$ cat src/design/tca_pkg.sv
// Shared types and constants for the tracklet cluster association block.
// Depends on nothing; every other design file but the checker imports it.
package tca_pkg;

   localparam logic [2:0] OP_SCALE_X    = 3'd0;
   localparam logic [2:0] OP_SCALE_Y    = 3'd1;
   localparam logic [2:0] OP_CLUSTER    = 3'd2;
   localparam logic [2:0] OP_PLANE_DONE = 3'd3;
   localparam logic [2:0] OP_EVENT_DONE = 3'd4;

   localparam logic [1:0] REG_RADIUS_SQ    = 2'd0;
   localparam logic [1:0] REG_MIN_CLUSTERS = 2'd1;
   localparam logic [1:0] REG_NUM_PLANES   = 2'd2;

   localparam int          LEAST_LEN  = 3;
   localparam int          RESULT_CAP = 64;
   localparam int          MEMBER_W   = 11;
   localparam int          RADIUS_W   = 48;

   typedef struct packed {
      logic valid;
      logic hit;
   } match_flag_type;

endpackage

$ cat src/design/tca_scale_mem.sv
// Inverse-RMS scale tables for x and y, indexed by plane pair.
// Unwritten entries read as zero through per-entry valid bits. Uses tca_pkg.
module tca_scale_mem #(
   parameter int MAX_PLANES = 8,
   parameter int AW         = 6
) (
   input  logic          clock,
   input  logic          reset,
   input  logic          wr_en,
   input  logic          wr_y,
   input  logic [AW-1:0] wr_addr,
   input  logic [15:0]   wr_data,
   input  logic [AW-1:0] rd_addr,
   output logic [15:0]   rd_x,
   output logic [15:0]   rd_y
);
   import tca_pkg::*;

   localparam int DEPTH = MAX_PLANES * MAX_PLANES;

   logic [15:0]      mem_x [DEPTH];
   logic [15:0]      mem_y [DEPTH];
   logic [DEPTH-1:0] vld_x_ff;
   logic [DEPTH-1:0] vld_y_ff;
   logic [15:0]      dat_x_ff;
   logic [15:0]      dat_y_ff;
   logic             hit_x_ff;
   logic             hit_y_ff;

   always_ff @(posedge clock) begin
      if (wr_en && !wr_y) begin
         mem_x[wr_addr] <= wr_data;
      end
      if (wr_en && wr_y) begin
         mem_y[wr_addr] <= wr_data;
      end
      dat_x_ff <= mem_x[rd_addr];
      dat_y_ff <= mem_y[rd_addr];
   end

   always_ff @(posedge clock) begin
      if (reset) begin
         vld_x_ff <= '0;
         vld_y_ff <= '0;
         hit_x_ff <= 1'b0;
         hit_y_ff <= 1'b0;
      end else begin
         if (wr_en && !wr_y) begin
            vld_x_ff[wr_addr] <= 1'b1;
         end
         if (wr_en && wr_y) begin
            vld_y_ff[wr_addr] <= 1'b1;
         end
         hit_x_ff <= vld_x_ff[rd_addr];
         hit_y_ff <= vld_y_ff[rd_addr];
      end
   end

   assign rd_x = hit_x_ff ? dat_x_ff : 16'd0;
   assign rd_y = hit_y_ff ? dat_y_ff : 16'd0;

endmodule

$ cat config.mk
export PLATFORM = sky130hd
export DESIGN_NAME = tca_scale_mem
export DESIGN_NICKNAME = d
export VERILOG_FILES = /design/src/design/tca_pkg.sv /design/src/design/tca_scale_mem.sv
export SDC_FILE = /design/constraint.sdc
export NUM_CORES = 2
export LEC_CHECK = 0
export BUFFER_PORTS_ARGS = -buffer_cell sky130_fd_sc_hd__buf_2
export CAP_MARGIN = 15
export CELL_PAD_IN_SITES_DETAIL_PLACEMENT = 0
export CELL_PAD_IN_SITES_GLOBAL_PLACEMENT = 1
export CORE_MARGIN = 8
export CORE_UTILIZATION = 50
export CTS_CLUSTER_DIAMETER = 40
export DETAILED_ROUTE_END_ITERATION = 7
export GPL_TIMING_DRIVEN = 0
export HOLD_SLACK_MARGIN = 0.15
export PLACE_DENSITY = 0.76
export SYNTH_ARGS = -nofsm -noshare
export SYNTH_HDL_FRONTEND = slang
export SYNTH_SLANG_ARGS = --single-unit
export TNS_END_PERCENT = 5
$ cat constraint.sdc
create_clock -name clock -period 2.61 [get_ports clock]
set_input_delay 0.261 -clock clock [delete_from_list [all_inputs] [get_ports clock]]
set_output_delay 0.261 -clock clock [all_outputs]
set_load 0.03 [all_outputs]
# ---- Word level (Yosys, flattened, before mapping)
# Memories as Yosys holds them, arrays and structs flattened. A register that Yosys moved wholly into a read port is not among the register bits.
# Index checks and enable logic that the tools add are counted.
dict set report totals {
  ram_bits 2048
  ff_bits 130
  n_memories 2
  out_inout_bits 32
  word_cells 27
  input_bits 32
}
dict set report op_classes {
  n_bitwise 2
  mux 12
  order_cmp 3
  reduce_logical 4
}
# name depth word_bits read_ports rd_ports_with_merged_regs write_ports line_no
set memory_table {}
lappend memory_table {mem_x 64 16 1 1 1 tca_scale_mem.sv:21} ;# logic [15:0] mem_x [DEPTH];
lappend memory_table {mem_y 64 16 1 1 1 tca_scale_mem.sv:22} ;# logic [15:0] mem_y [DEPTH];
# op count
set ops {}
lappend ops {{bitwise OR 64 bit} 2}
lappend ops {{2-to-1 mux 16 bit} 2}
lappend ops {{< comparator 6 x 7 -> 1 bit, second input constant} 2}
lappend ops {{binary-select mux 1 bit (select 6 bit)} 2}
lappend ops {{2-to-1 mux 1 bit} 7}
lappend ops {{demux 1 bit (select 6 bit)} 1}
lappend ops {{greater-or-equal comparator 6 x 1 -> 1 bit, second input constant} 1}
lappend ops {{logical AND 1 bit} 3}
lappend ops {{zero test 1 bit} 1}

# ---- Logic depth before layout (Yosys ltp)
dict set report depth {
  depth_word 5
  depth_mapped 10
  ltp_nobuf 5
}

# ---- Worst setup path before layout
# Ideal clock, no wire load.
dict set report synth_timing {
  path_kind {in2reg}
  from {input port wr_addr[0]}
  to {memory mem_x[44][0] (enable)}
  setup_ps 390
  stages 6
  n_path_buf 3
  setup_slack_ps -117
  arrival_time_ps 2337
  required_ps 2220
  path_cell_list {clkbuf_1 > or3b_1 > clkbuf_1 > or3b_2 > clkbuf_1 > nor2_1}
}
# element line_no
set synth_lines {}
lappend synth_lines {{start: declaration} tca_scale_mem.sv:11} ;# input logic [AW-1:0] wr_addr,
lappend synth_lines {{end: declaration} tca_scale_mem.sv:21}
# No word-level cell before the write port.

# ---- Worst setup path after layout
dict set report layout_timing {
  from {input port wr_addr[0]}
  to {memory mem_x[61][1] (enable)}
}
# No word-level cell before the write port.

==> impl_metrics.py <==
metrics = {
    "min_path": {
        "min_path_cells": 3,
        "hold_path.startpoint": "reset",
        "hold_class": "primary input to flop",
        "hold_end": "hit_y_ff$_SDFF_PP0_",
    },
    "routing": {
        "wl_per_cell_um": 37.30,
        "ant_nets": 0,
        "vias_per_cell": 6.564,
        "drtPass1Iterations": 8,
        "vias": 44720,
        "wl_um": 254100,
        "drt_iter0_drc": 7329,
        "drc": 3,
    },
    "power": {
        "total_power_mw": 79.82,
        "irDropWorstVdd_mv": 0.7166,
        "leakagePower_nw": 31.72,
        "cellPowerDensity_nw_per_um2": 802.2,
    },
    "clocking": {
        "clkTransAtPathRegs_ps": 60,
        "cts_tree": "yes",
        "clock-root-buffer": "clkbuf_16",
        "cts_inserted_buffers": 274,
        "postCtsSetupRepairBufs": 0,
        "cts.sinks": 2210,
        "cts_max_path_buffers": 4,
        "worstSkewPairLatency_ps": 940,
        "h-tree-depth": 5,
    },
    "timing": {
        "slew_headroom_pct": 12.40,
        "finClkSkew_ps": 69.51,
        "rsz0062_at_grt": "yes",
        "worstMarginPinSlew_ps": 1314,
        "slew_violations": 0,
        "fmax_mhz": 359.9,
        "setup_violations": 170,
        "fin_crit_ps": 2779,
        "period_share_pct": 106.5,
        "hold_viol_final": 0,
        "setup_ws_ps": -168.8,
    },
    "global_routing": {
        "grt_max_degree": 97,
        "use_met2_pct": 41.74,
        "grt_usage_pct": 27.83,
        "met1_usage_pct": 36.59,
        "globalRoute.busiestLayer": "met2",
        "overflow": 0,
        "grt_pass1_vias": 44080,
        "grt_antenna_before_repair": 20,
        "grt_pass1_wl_um": 348400,
        "met3_usage_pct": 8.596,
    },
    "placed_design": {
        "io_buffers": 55,
        "dp_hpwl_um": 172600,
        "dp_cells": 6307,
        "placed_cell_area_um2": 90180,
        "gp_congestion": 0.9431,
        "place_ws_ps": -1905,
    },
    "setup_path": {
        "crit_slowest_cell": "nor2_2",
        "crit_path_end_kind": "flop",
        "path_cells": "clkbuf_1 > nand3b_1 > or3b_2 > clkbuf_1 > nor2_2 > buf_16",
        "start_kind": "primary input",
        "regToRegEndpoint": "dat_y_ff[8]$_DFF_P_",
        "worst-endpoint-required_ps": 3200,
        "rrSetupSlack_ps": 0,
        "crit_arrival_ps": 3370,
        "crit_path_max_incr_delay_ps": 750,
        "worstSetupPathType": "primary input to flop",
        "r2r_start": "mem_y[26][8]$_DFFE_PP_",
        "r2r_cells": 6,
        "worstPathMaxFanout": 11,
        "crit_top_cell": "clkbuf_1",
    },
    "synth": {
        "yosys.area.top_type_share_pct": 73.57,
        "ys_types": 44,
        "synth_nets": 3938,
        "syn_area_um2": 83590,
        "yosysWarningCount": 0,
        "seq_area_frac_synth_pct": 77.45,
        "synthTopCellsByArea": "edfxtp_1, mux4_2, dfxtp_1",
        "synth_cells": 3906,
        "syn_area_per_cell_um2": 21.40,
        "synth_top_area_cell": "edfxtp_1",
        "synth-seq-cells": 2210,
    },
    "layout": {
        "synthToLayoutAreaGrowth_pct": 19.02,
        "drive_gt1_share_pct": 31.58,
        "final_common_cell": "edfxtp_1",
        "final_cell_area_um2": 99490,
        "most-common-layout-cells": "edfxtp_1, mux4_2, clkbuf_16",
        "fillers": 11640,
        "final_nets": 4428,
        "final-seq-area_um2": 64750,
        "multi_input_area_um2": 18360,
        "utilization_pct": 59.70,
        "instances_no_fill": 6812,
    },
    "floorplanning": {
        "fp.dieArea_um2": 180500,
        "die_x_um": 424.9,
        "die_y_um": 424.9,
        "core_um2": 166700,
        "rows": 150,
        "start_util_pct": 50.16,
        "boundaryPins": 64,
    },
    "run_status": {
        "outcome": "complete, but fails checks",
        "violations": "design-rule violations, negative setup slack",
    },
    "run": {
        "drv_cap": 0,
    },
}
worst max path at each step:
stage	end	cells after the start	from
after global routing	mem_x[61][15]$_DFFE_PP_	6	wr_addr[0]
after floorplan	mem_x[44][0]$_DFFE_PP_	6	wr_addr[0]
after detailed placement	dat_y_ff[6]$_DFF_P_	10	rd_addr[3]
after CTS	dat_x_ff[13]$_DFF_P_	9	rd_addr[2]
final	mem_x[61][1]$_DFFE_PP_	6	wr_addr[0]
after global placement	dat_x_ff[11]$_DFF_P_	8	rd_addr[2]
cells in the mapped netlist:
library cell  number
o32ai_1            1
nor4_1             4
mux4_2           496
a211oi_1          16
nand2b_1           8
nand2_1           52
or4_1             10
nand2_2            1
buf_1             14
a221o_1           12
o22ai_1           19
a22o_1            44
nand4_1            1
a2111oi_0         16
o221ai_1          12
nor2b_1           24
o31a_1             1
buf_4             24
dfxtp_1          162
a311oi_1          24
or2_2              6
inv_2              1
edfxtp_1        2048
or3_1              2
o211ai_1           1
or2_1              1
buf_6             11
and2_1            35
o21a_1           128
and3_1             1
buf_2             68
clkbuf_4           1
nor2_1           143
nand3_1           14
a21oi_1           66
or3b_1             1
inv_1              2
a22oi_1          179
mux2_2            37
mux2i_1           60
nand3b_1           7
or3b_2             5
nor3_1            22
clkbuf_1         126
power by group:
| group | total [mW] | internal (mW) | switching [mW] |
|---|---|---|---|
| clock | 36.8 | 22.3 | 14.5 |
| sequential | 38.9 | 38.9 | 0.0550 |
| combinational | 4.08 | 1.30 | 2.78 |
| total | 79.8 | 62.5 | 17.4 |
critical path: cells and delay by family:
family	cells	cell delay (ps)
buffers and inverters	3	990
AND/OR/NAND/NOR	3	2090
final cells by class:
| cell class | count | share of cell area (%) |
|---|---|---|
| clock inverters | 138 | 1.459 |
| inverters | 3 | 0.01132 |
| repair buffers | 215 | 3.569 |
| flip-flops and latches | 2210 | 65.08 |
| multi-input cells | 1449 | 18.45 |
| well taps | 2204 | 2.772 |
| plain buffers | 243 | 1.266 |
| diodes | 17 | 0.04276 |
| clock buffers | 333 | 7.346 |
stage by stage:
| stage | TNS, ps | hold WS (ps) |
|---|---|---|
| finish | -11950 | 255.9 |
| global route | -7241 | 237.7 |
| CTS | -48.90 | 209.3 |
| detailed placement | -669180 | 447.8 |
| global placement | -2283870 | 440.1 |
| floorplan | -21540 | 357.3 |
routing by layer:
layer	share of wire (%)	vias to the layer above
li1	-	17480
met1	36	23460
met2	45	3125
met3	13	657
met4	6.4	2
met5	0.0079	-
kinds of logic (layout without fill, tap and decap cells):
logic type,Yosys count,after routing,synth area share (%)
multiplexers,593,593,14.58
AND/OR/NAND/NOR,337,337,1.928
flip-flops,2210,2210,77.45
AO/OA/AOI/OAI,519,519,4.618
other,0,17,0
buffers and inverters,247,932,1.422
sequential cells by signal (all words and copies together), names as in the netlist:
register and count:
dat_x_ff 16, dat_y_ff 16, vld_x_ff 64, mem_y 1024, mem_x 1024, hit_y_ff 1
vld_y_ff 64, hit_x_ff 1
what timing repair did:
item / in CTS / in global routing
hold endpoints to repair: 1217 / 0
pin swaps: 0 / 0
endpoints found under the setup margin: 47 / 146
hold buffers: 17 / 0
gates resized for setup: 79 / 23
(Power assumes the default switching activity.)
