--- src/design/tca_pkg.sv ---
// Shared types and constants for the tracklet cluster association block.
// Depends on nothing; every other design file but the checker imports it.
package tca_pkg;

   localparam logic [2:0] OP_SCALE_X    = 3'd0;
   localparam logic [2:0] OP_SCALE_Y    = 3'd1;
   localparam logic [2:0] OP_CLUSTER    = 3'd2;
   localparam logic [2:0] OP_PLANE_DONE = 3'd3;
   localparam logic [2:0] OP_EVENT_DONE = 3'd4;

   localparam logic [1:0] REG_RADIUS_SQ    = 2'd0;
   localparam logic [1:0] REG_MIN_CLUSTERS = 2'd1;
   localparam logic [1:0] REG_NUM_PLANES   = 2'd2;

   localparam int          LEAST_LEN  = 3;
   localparam int          RESULT_CAP = 64;
   localparam int          MEMBER_W   = 11;
   localparam int          RADIUS_W   = 48;

   typedef struct packed {
      logic valid;
      logic hit;
   } match_flag_type;

endpackage

--- src/design/tca_member_mem.sv ---
// Candidate member list store: one read port, one write port, registered read.
// Uses tca_pkg for the entry width.
module tca_member_mem #(
   parameter int DEPTH = 64,
   parameter int AW    = 6
) (
   input  logic                         clock,
   input  logic                         wr_en,
   input  logic [AW-1:0]                wr_addr,
   input  logic [tca_pkg::MEMBER_W-1:0] wr_data,
   input  logic [AW-1:0]                rd_addr,
   output logic [tca_pkg::MEMBER_W-1:0] rd_data
);
   import tca_pkg::*;

   logic [MEMBER_W-1:0] mem [DEPTH];
   logic [MEMBER_W-1:0] rd_data_ff;

   always_ff @(posedge clock) begin
      if (wr_en) begin
         mem[wr_addr] <= wr_data;
      end
      rd_data_ff <= mem[rd_addr];
   end

   assign rd_data = rd_data_ff;

endmodule

--- config.mk ---
export PLATFORM = sky130hd
export DESIGN_NAME = tca_member_mem
export DESIGN_NICKNAME = d
export VERILOG_FILES = /design/src/design/tca_pkg.sv /design/src/design/tca_member_mem.sv
export SDC_FILE = /design/constraint.sdc
export NUM_CORES = 1
export LEC_CHECK = 0
export BUFFER_PORTS_ARGS = -buffer_cell sky130_fd_sc_hd__buf_4
export CAP_MARGIN = 20
export CELL_PAD_IN_SITES_DETAIL_PLACEMENT = 1
export CELL_PAD_IN_SITES_GLOBAL_PLACEMENT = 2
export CORE_MARGIN = 2
export CORE_UTILIZATION = 50
export CTS_CLUSTER_SIZE = 24
export DETAILED_ROUTE_END_ITERATION = 8
export PLACE_DENSITY_LB_ADDON = 0.05
export SETUP_SLACK_MARGIN = 0.3
export SYNTH_ARGS = -nofsm -noshare
export SYNTH_HDL_FRONTEND = slang
export SYNTH_SLANG_ARGS = --single-unit
--- constraint.sdc ---
create_clock -name clock -period 4.05 [get_ports clock]
set_clock_uncertainty 0.05 [all_clocks]
set_input_delay 0.81 -clock clock [delete_from_list [all_inputs] [get_ports clock]]
set_output_delay 0.81 -clock clock [all_outputs]
set_load 0.005 [all_outputs]
**Word level (Yosys, flattened, before mapping)**

Memories as Yosys holds them, arrays and structs flattened. A register that Yosys moved wholly into a read port is not among the register bits.
Cells that the tools add are included.

- Register bits after elaboration: 0
- RAM bits: 704
- Input bits: 25
- Output and inout bits: 11
- Logic and storage cells: 3
- Memories: 1

Memory list:

| name | words | width | read ports | clocked after Yosys merged registers in | write ports | line | RTL |
|---|---|---|---|---|---|---|---|
| mem | 64 | 11 | 1 | 1 | 1 | tca_member_mem.sv:16 | `logic [MEMBER_W-1:0] mem [DEPTH];` |

- Multiplexer cells: 2

Operators by type and width:

| cell | count |
|---|---|
| $mux W1 | 2 |

**Logic depth before layout (Yosys ltp)**

Gate-level depths: netlist of run 1.

- Depth in word-level cells: 2
- Mapped depth: 9
- Depth with buffers taken out: 5

**Worst setup path before layout of run 1**

Ideal clock, no wire load.

- Path kind: input to register
- Start point: in rd_addr[0]
- End point: reg rd_data_ff[0] (netlist: rd_data[0]), read port of mem
- Library setup time: 116 ps
- Data arrival time: 2477 ps
- Required time: 3884 ps
- Path slack: 1408 ps
- Stages: 8
- Path buffers: 4
- Path through: buf_2 -> buf_6 -> buf_6 -> buf_2 -> mux4_2 -> a21oi_1 -> nand3_1 -> a31o_1

RTL lines:

| item | line | RTL |
|---|---|---|
| from (decl) | tca_member_mem.sv:11 | `input logic [AW-1:0] rd_addr,` |
| to (decl) | tca_member_mem.sv:17 | `logic [MEMBER_W-1:0] rd_data_ff;` |

==> results.sh, run 1 <==
export IMPL_status="completed"
export IMPL_nets=1438
export IMPL_rsz0062_at_grt="false"
export IMPL_wirelength_um=69800
export IMPL_synth_common_cells="704 x edfxtp_1, 158 x mux4_2, 72 x mux2i_1"
export IMPL_cp_cell_sequence="buf_6, and2_1, a221oi_1, o21ai_0, nand3_1, a31o_1"
export IMPL_worst_slew_pin_slew_ns=1.02
export IMPL_synth_most_common_cell="edfxtp_1"
export IMPL_rr_startpoint="mem[2][0]"
export IMPL_die_w_um=238
export IMPL_drtIter0Drc=1296
export IMPL_finalCoreUtilization_pct=58.2
export IMPL_cp_end_kind="flop"
export IMPL_cts_buffers=75
export IMPL_drt_pass1_iterations=7
export IMPL_start_kind="primary input"
export IMPL_syn_area_per_cell_um2=21.5
export IMPL_seq_power_share_pct=51.5
export IMPL_ys_seq_area_share_pct=77.7
export IMPL_coreArea_um2=54100
export IMPL_drive_gt1_share_pct=27.0
export IMPL_yosys_area_top_type_share_pct=76.9
export IMPL_fillers=4461
export IMPL_grt_max_degree=65
export IMPL_timing_fmax_mhz=365
export IMPL_cts_hold_buffers_added=0
export IMPL_peakVddDrop_v=0.000425
export IMPL_yosysUniqueCellTypes=33
export IMPL_period_minus_slack_ns=2.74
export IMPL_post_cts_buffers=0
export IMPL_drc_errors=0
export IMPL_wl_per_cell_um=32.2
export IMPL_cpLargestDelayFamily="simple AND/OR/NAND/NOR gates"
export IMPL_synth_area_leaders="edfxtp_1 77%, mux4_2 13%, mux2i_1 2.6%, nor2_1 0.89%, dfxtp_1 0.80%"
export IMPL_maxSlewHeadroom_pct=32.1
export IMPL_gp_congestion=0.756
export IMPL_overflow=0
export IMPL_grt_pass1_wl_um=102000
export IMPL_power_density_nw_per_um2=507
export IMPL_routed_via_density=6.22
export IMPL_antenna_cells=0
export IMPL_crit_type="in2reg"
export IMPL_tns_ns=0
export IMPL_hpwl_um=41400
export IMPL_worstHoldPathType="in2reg"
export IMPL_htreeDepth=3
export IMPL_setup_viol=0
export IMPL_synth_edff_count=704
export IMPL_min_delay_start="rd_addr[3]"
export IMPL_num_rows=85
export IMPL_cts_sinks=715
export IMPL_initial_core_util_pct=50.8
export IMPL_dominantRegCellSynth="edfxtp_1"
export IMPL_synthesis_nets=1304
export IMPL_first_global_vias=14100
export IMPL_die_y_um=238
export IMPL_syn_instance_count=1279
export IMPL_cp_startpoint="rd_addr[1]"
export IMPL_p_int_mw=12.6
export IMPL_synth_area_um2=27500
export IMPL_comb_power_share_pct=5.0
export IMPL_switchingPower_mw=3.36
export IMPL_syn_to_final_growth_pct=14.6
export IMPL_ios=36
export IMPL_required_ns=4.50
export IMPL_clockPowerShare_pct=43.5
export IMPL_die_area_um2=56900
export IMPL_maxCapViolCount=0
export IMPL_port_buffer_count=35
export IMPL_gr_usage_all_layers_pct=25.5
export IMPL_cts_resized=0
export IMPL_vias=13500
export IMPL_max_stage_delay_ns=0.82
export IMPL_cts_tree="done"
export IMPL_cp_arrival_ns=3.19
export IMPL_ys_seq_elements=715
export IMPL_async_flop_share_pct=0
export IMPL_total_leakage_power_nw=10.2
export IMPL_worst_path_max_delay_cell="and2_1"
export IMPL_post_route_period_util_pct=67.7
export IMPL_hold_viol_final=0
export IMPL_antenna_found_initial=2
export IMPL_clkTransAtPathRegs_ns=0.06
export IMPL_p_sw_share_pct=21.1
export IMPL_yosys_warnings=0
export IMPL_yosys_area_top_type="edfxtp_1"
export IMPL_clockBufferDepth=3
export IMPL_ant_nets=0
export IMPL_critPathBufInv=1
export IMPL_r2r_slack_ns=1.97
export IMPL_clockRootBuffer="clkbuf_16"
export IMPL_slew_violations=0
export IMPL_clock_latency_ns=0.62
export IMPL_path_max_fanout=32
-- metal layers --
layer / GRT usage (%) / up-vias / wire length (µm)
met5: 0 / - / 12
met4: 6.00 / 2 / 1490
met3: 4.74 / 96 / 4120
met2: 40.2 / 406 / 33600
met1: 37.5 / 7350 / 30600
li1: - / 5634 / -
-- registers in the layout (all words and copies together) (netlist names) --
name,count
mem,704
rd_data,11
-- power by group through the flow --
stage / combinational (mW) / clock [mW] / sequential (mW)
global placement: 0.799 / 0 / 8.38
global route: 0.849 / 7.32 / 8.22
detailed placement: 0.813 / 0 / 8.38
CTS: 0.814 / 7.05 / 8.22
finish: 0.797 / 6.94 / 8.23
floorplan: 0.421 / 0 / 8.36
-- logic make-up (layout without fill, tap and decap cells) --
| logic type | after synthesis | in the layout | synth area share, % |
|---|---|---|---|
| DFF | 715 | 715 | 77.7 |
| muxes | 230 | 230 | 15.6 |
| and+or+nand+nor | 164 | 164 | 2.76 |
| AOI/OAI and AO/OA | 96 | 96 | 2.60 |
| buffers and inverters | 74 | 266 | 1.36 |
-- path summary, 6_finish.rpt --
check / endpoint / cells past startpoint
setup / recovery: rd_data[7] / 6
hold / removal: rd_data[2] / 3
setup reg to reg: rd_data[0] / 5
hold reg to reg: rd_data[0] / 4
-- cell usage in the layout (no fill, tap or decap), types with 5 or more instances in the layout --
cell type,n
a221oi_1,20
clkbuf_16,77
nor2b_1,18
mux4_2,158
dfxtp_1,11
buf_4,122
nand2_1,38
buf_12,5
mux2i_1,72
o21ai_0,11
nor2_1,65
clkinv_1,15
o22ai_1,11
clkbuf_1,15
clkinv_2,12
a32o_1,10
nand3_1,15
edfxtp_1,704
a21oi_1,11
a22oi_1,11
bufinv_16,9
nor4_1,10
a31o_1,10
a211oi_1,11
-- tightest hold or removal path, delay by kind of cell --
family,cells,cell delay (ns)
AOI/OAI and AO/OA,1,0.11
buffers and inverters,1,0.21
and+or+nand+nor,1,0.06
-- stage by stage --
stage	instances	setup slack (ns)	area [µm²]	power (mW)	hold slack [ns]
after global routing	2167	1.14	31500	16.4	0.581
after CTS	2164	1.29	31500	16.1	0.560
after floorplan	1279	1.41	27500	8.78	0.709
final	2167	1.31	31500	16.0	0.596
after global placement	2029	0.611	29000	9.18	0.798
after detailed placement	2029	0.633	29000	9.19	0.797
-- final cells by class --
| cell class | instances | area [µm²] | area share, % |
|---|---|---|---|
| Tap cell | 696 | 871 | 2.76 |
| Clock inverter | 40 | 442 | 1.40 |
| Multi-Input combinational cell | 490 | 5750 | 18.3 |
| Sequential cell | 715 | 21400 | 67.8 |
| Inverter | 1 | 3.75 | 0.0119 |
| Timing Repair Buffer | 130 | 1050 | 3.34 |
| Clock buffer | 95 | 2020 | 6.43 |
Power figures use the tool's default switching activity.
==> run 2: changes to the inputs <==
Settings changed: ABC_AREA from default to 1, CORE_UTILIZATION 50 to 44.
Clock period 4.05 ns to 2.9 ns, I/O delays scaled along.
==> run 2 against run 1 <==
Against the previous run: combinational power up 88%; sequential share of layout area shrank 3.5 points; critical endpoint is now rd_data[1]; global-route usage is 1.3 points higher; largest power group unchanged; die area rose by 19%; highest routed layer is now met4; critical path type unchanged.
==> results.sh, run 2 <==
export IMPL_cts_resized=0
export IMPL_required_ns=3.39
export IMPL_timing_fmax_mhz=472
export IMPL_gr_usage_all_layers_pct=26.8
export IMPL_hold_viol_final=0
export IMPL_path_max_fanout=115
export IMPL_syn_to_final_growth_pct=15.3
export IMPL_yosys_area_top_type="edfxtp_1"
export IMPL_cp_arrival_ns=2.61
export IMPL_post_cts_buffers=0
export IMPL_nets=2561
export IMPL_synth_common_cells="891 x nand2_1, 704 x edfxtp_1, 601 x nand3_1"
export IMPL_wirelength_um=89200
export IMPL_layout_commonest_cell="nand2_1"
export IMPL_die_w_um=260
export IMPL_cts_hold_buffers_added=0
export IMPL_layout_cells_non_filler=3455
export IMPL_setup_viol=0
export IMPL_worst_slew_pin_slew_ns=0.918
export IMPL_largest_register="mem"
export IMPL_drtIter0Drc=1586
export IMPL_post_route_period_util_pct=73.1
export IMPL_num_rows=93
export IMPL_synth_area_leaders="edfxtp_1 73%, nand2_1 12%, nand3_1 10%, buf_2 1.7%, dfxtp_1 0.76%"
export IMPL_ys_seq_elements=715
export IMPL_syn_area_per_cell_um2=11.8
export IMPL_dp_cells=3310
export IMPL_clkTransAtPathRegs_ns=0.06
export IMPL_period_minus_slack_ns=2.12
export IMPL_register_area_um2=21400
export IMPL_die_y_um=260
export IMPL_first_global_vias=20000
export IMPL_cts_tree="done"
export IMPL_htreeDepth=3
export IMPL_cp_end_kind="flop"
export IMPL_hpwl_um=52600
export IMPL_dominantRegCellSynth="edfxtp_1"
export IMPL_antenna_found_initial=0
export IMPL_gp_congestion=0.812
export IMPL_vias=19400
export IMPL_multi_input_area_um2=6720
export IMPL_synth_area_um2=28800
export IMPL_status="completed"
export IMPL_grt_pass1_wl_um=132000
export IMPL_clock_latency_ns=0.62
export IMPL_holdWs_ns=0.300
export IMPL_peakVddDrop_v=0.000550
export IMPL_synth_most_common_cell="nand2_1"
export IMPL_die_area_um2=67600
export IMPL_maxCapViolCount=0
export IMPL_fillers=6707
export IMPL_clockBufferDepth=3
export IMPL_power_density_nw_per_um2=686
export IMPL_yosysUniqueCellTypes=15
export IMPL_cts_sinks=715
export IMPL_total_leakage_power_nw=12.1
export IMPL_async_flop_share_pct=0
export IMPL_coreArea_um2=64600
export IMPL_yosys_area_top_type_share_pct=73.3
export IMPL_synthesis_nets=2471
export IMPL_syn_instance_count=2446
export IMPL_post_place_ws_ns=0.232
export IMPL_drc_errors=0
export IMPL_routed_via_density=5.61
export IMPL_overflow=0
export IMPL_ys_seq_area_share_pct=74.1
export IMPL_tns_ns=0
export IMPL_wl_per_cell_um=25.8
export IMPL_port_buffer_count=35
export IMPL_initial_core_util_pct=44.6
export IMPL_synth_edff_count=704
export IMPL_start_kind="primary input"
export IMPL_mostFrequentLayoutCells="891 x nand2_1, 704 x edfxtp_1, 601 x nand3_1"
export IMPL_worstHoldPathType="in2reg"
export IMPL_largest_reg_flops=704
export IMPL_ios=36
export IMPL_yosys_warnings=0
export IMPL_slew_violations=0
export IMPL_clockRootBuffer="clkbuf_16"
export IMPL_grt_max_degree=116
export IMPL_fin_ws_ns=0.781
export IMPL_drive_gt1_share_pct=10.9
export IMPL_maxSlewHeadroom_pct=38.8
export IMPL_rsz0062_at_grt="false"
export IMPL_drt_pass1_iterations=7
export IMPL_cts_buffers=79
export IMPL_crit_type="in2reg"
export IMPL_ant_nets=0
run 2: logic make-up after synthesis:
group / after synthesis / share of synthesized area, %
flops: 715 / 74.1
simple gates: 1565 / 23.1
buf+inv: 166 / 2.76
run 2: cell type report:
type / instances / share of cell area, %
sequential: 715 / 64.3
timing repair buffer: 163 / 4.54
antenna: 2 / 0.0151
clock buffer: 103 / 6.57
multi-input combinational: 1565 / 20.2
tap: 855 / 3.22
inverter: 12 / 0.177
clock inverter: 40 / 0.986
run 2: final timing paths:
check	start	to	slack, ns	depth (start not counted)
worst min-delay path	rd_addr[5]	rd_data[4]	0.30	3
worst max-delay path	rd_addr[0]	rd_data[1]	0.78	11
worst max register to register	mem[61][3]	rd_data[3]	1.22	8
worst min register to register	mem[42][10]	rd_data[10]	0.78	8
run 2: metrics by stage:
step           utilization [%]  area, µm²  total power [mW]
6_report                  51.5      33200              22.8
4_1_cts                   51.5      33200              23.0
2_1_floorplan                -      28800              12.4
3_3_place_gp              47.6      30700              13.2
3_5_place_dp              47.6      30700              13.2
5_1_grt                   51.5      33200              23.4
run 2: worst max-delay path: stages:
cell,delay (ns)
buf_8,0.13
inv_8,0.15
buf_12,0.39
nand2_1,0.11
nand3_1,0.10
nand3_1,0.16
nand2_1,0.11
nand2_1,0.08
nand3_1,0.19
nand3_1,0.29
nand2_1,0.14
run 2: metal layers:
metal  global-route usage (%)  up-vias  routed length [µm]
li1                         -     8793                   -
met5                        0        -                   0
met1                     37.1     9907               39000
met2                     42.6      526               41900
met3                     4.93      166                5150
met4                     9.74        0                3100
run 2: where the power goes:
part           switching, mW  leakage [nW]  internal [mW]
combinational           1.11          4.42          0.386
sequential            0.0433          6.43           11.4
clock                   4.08          1.24           5.74
total                   5.24          12.1           17.6
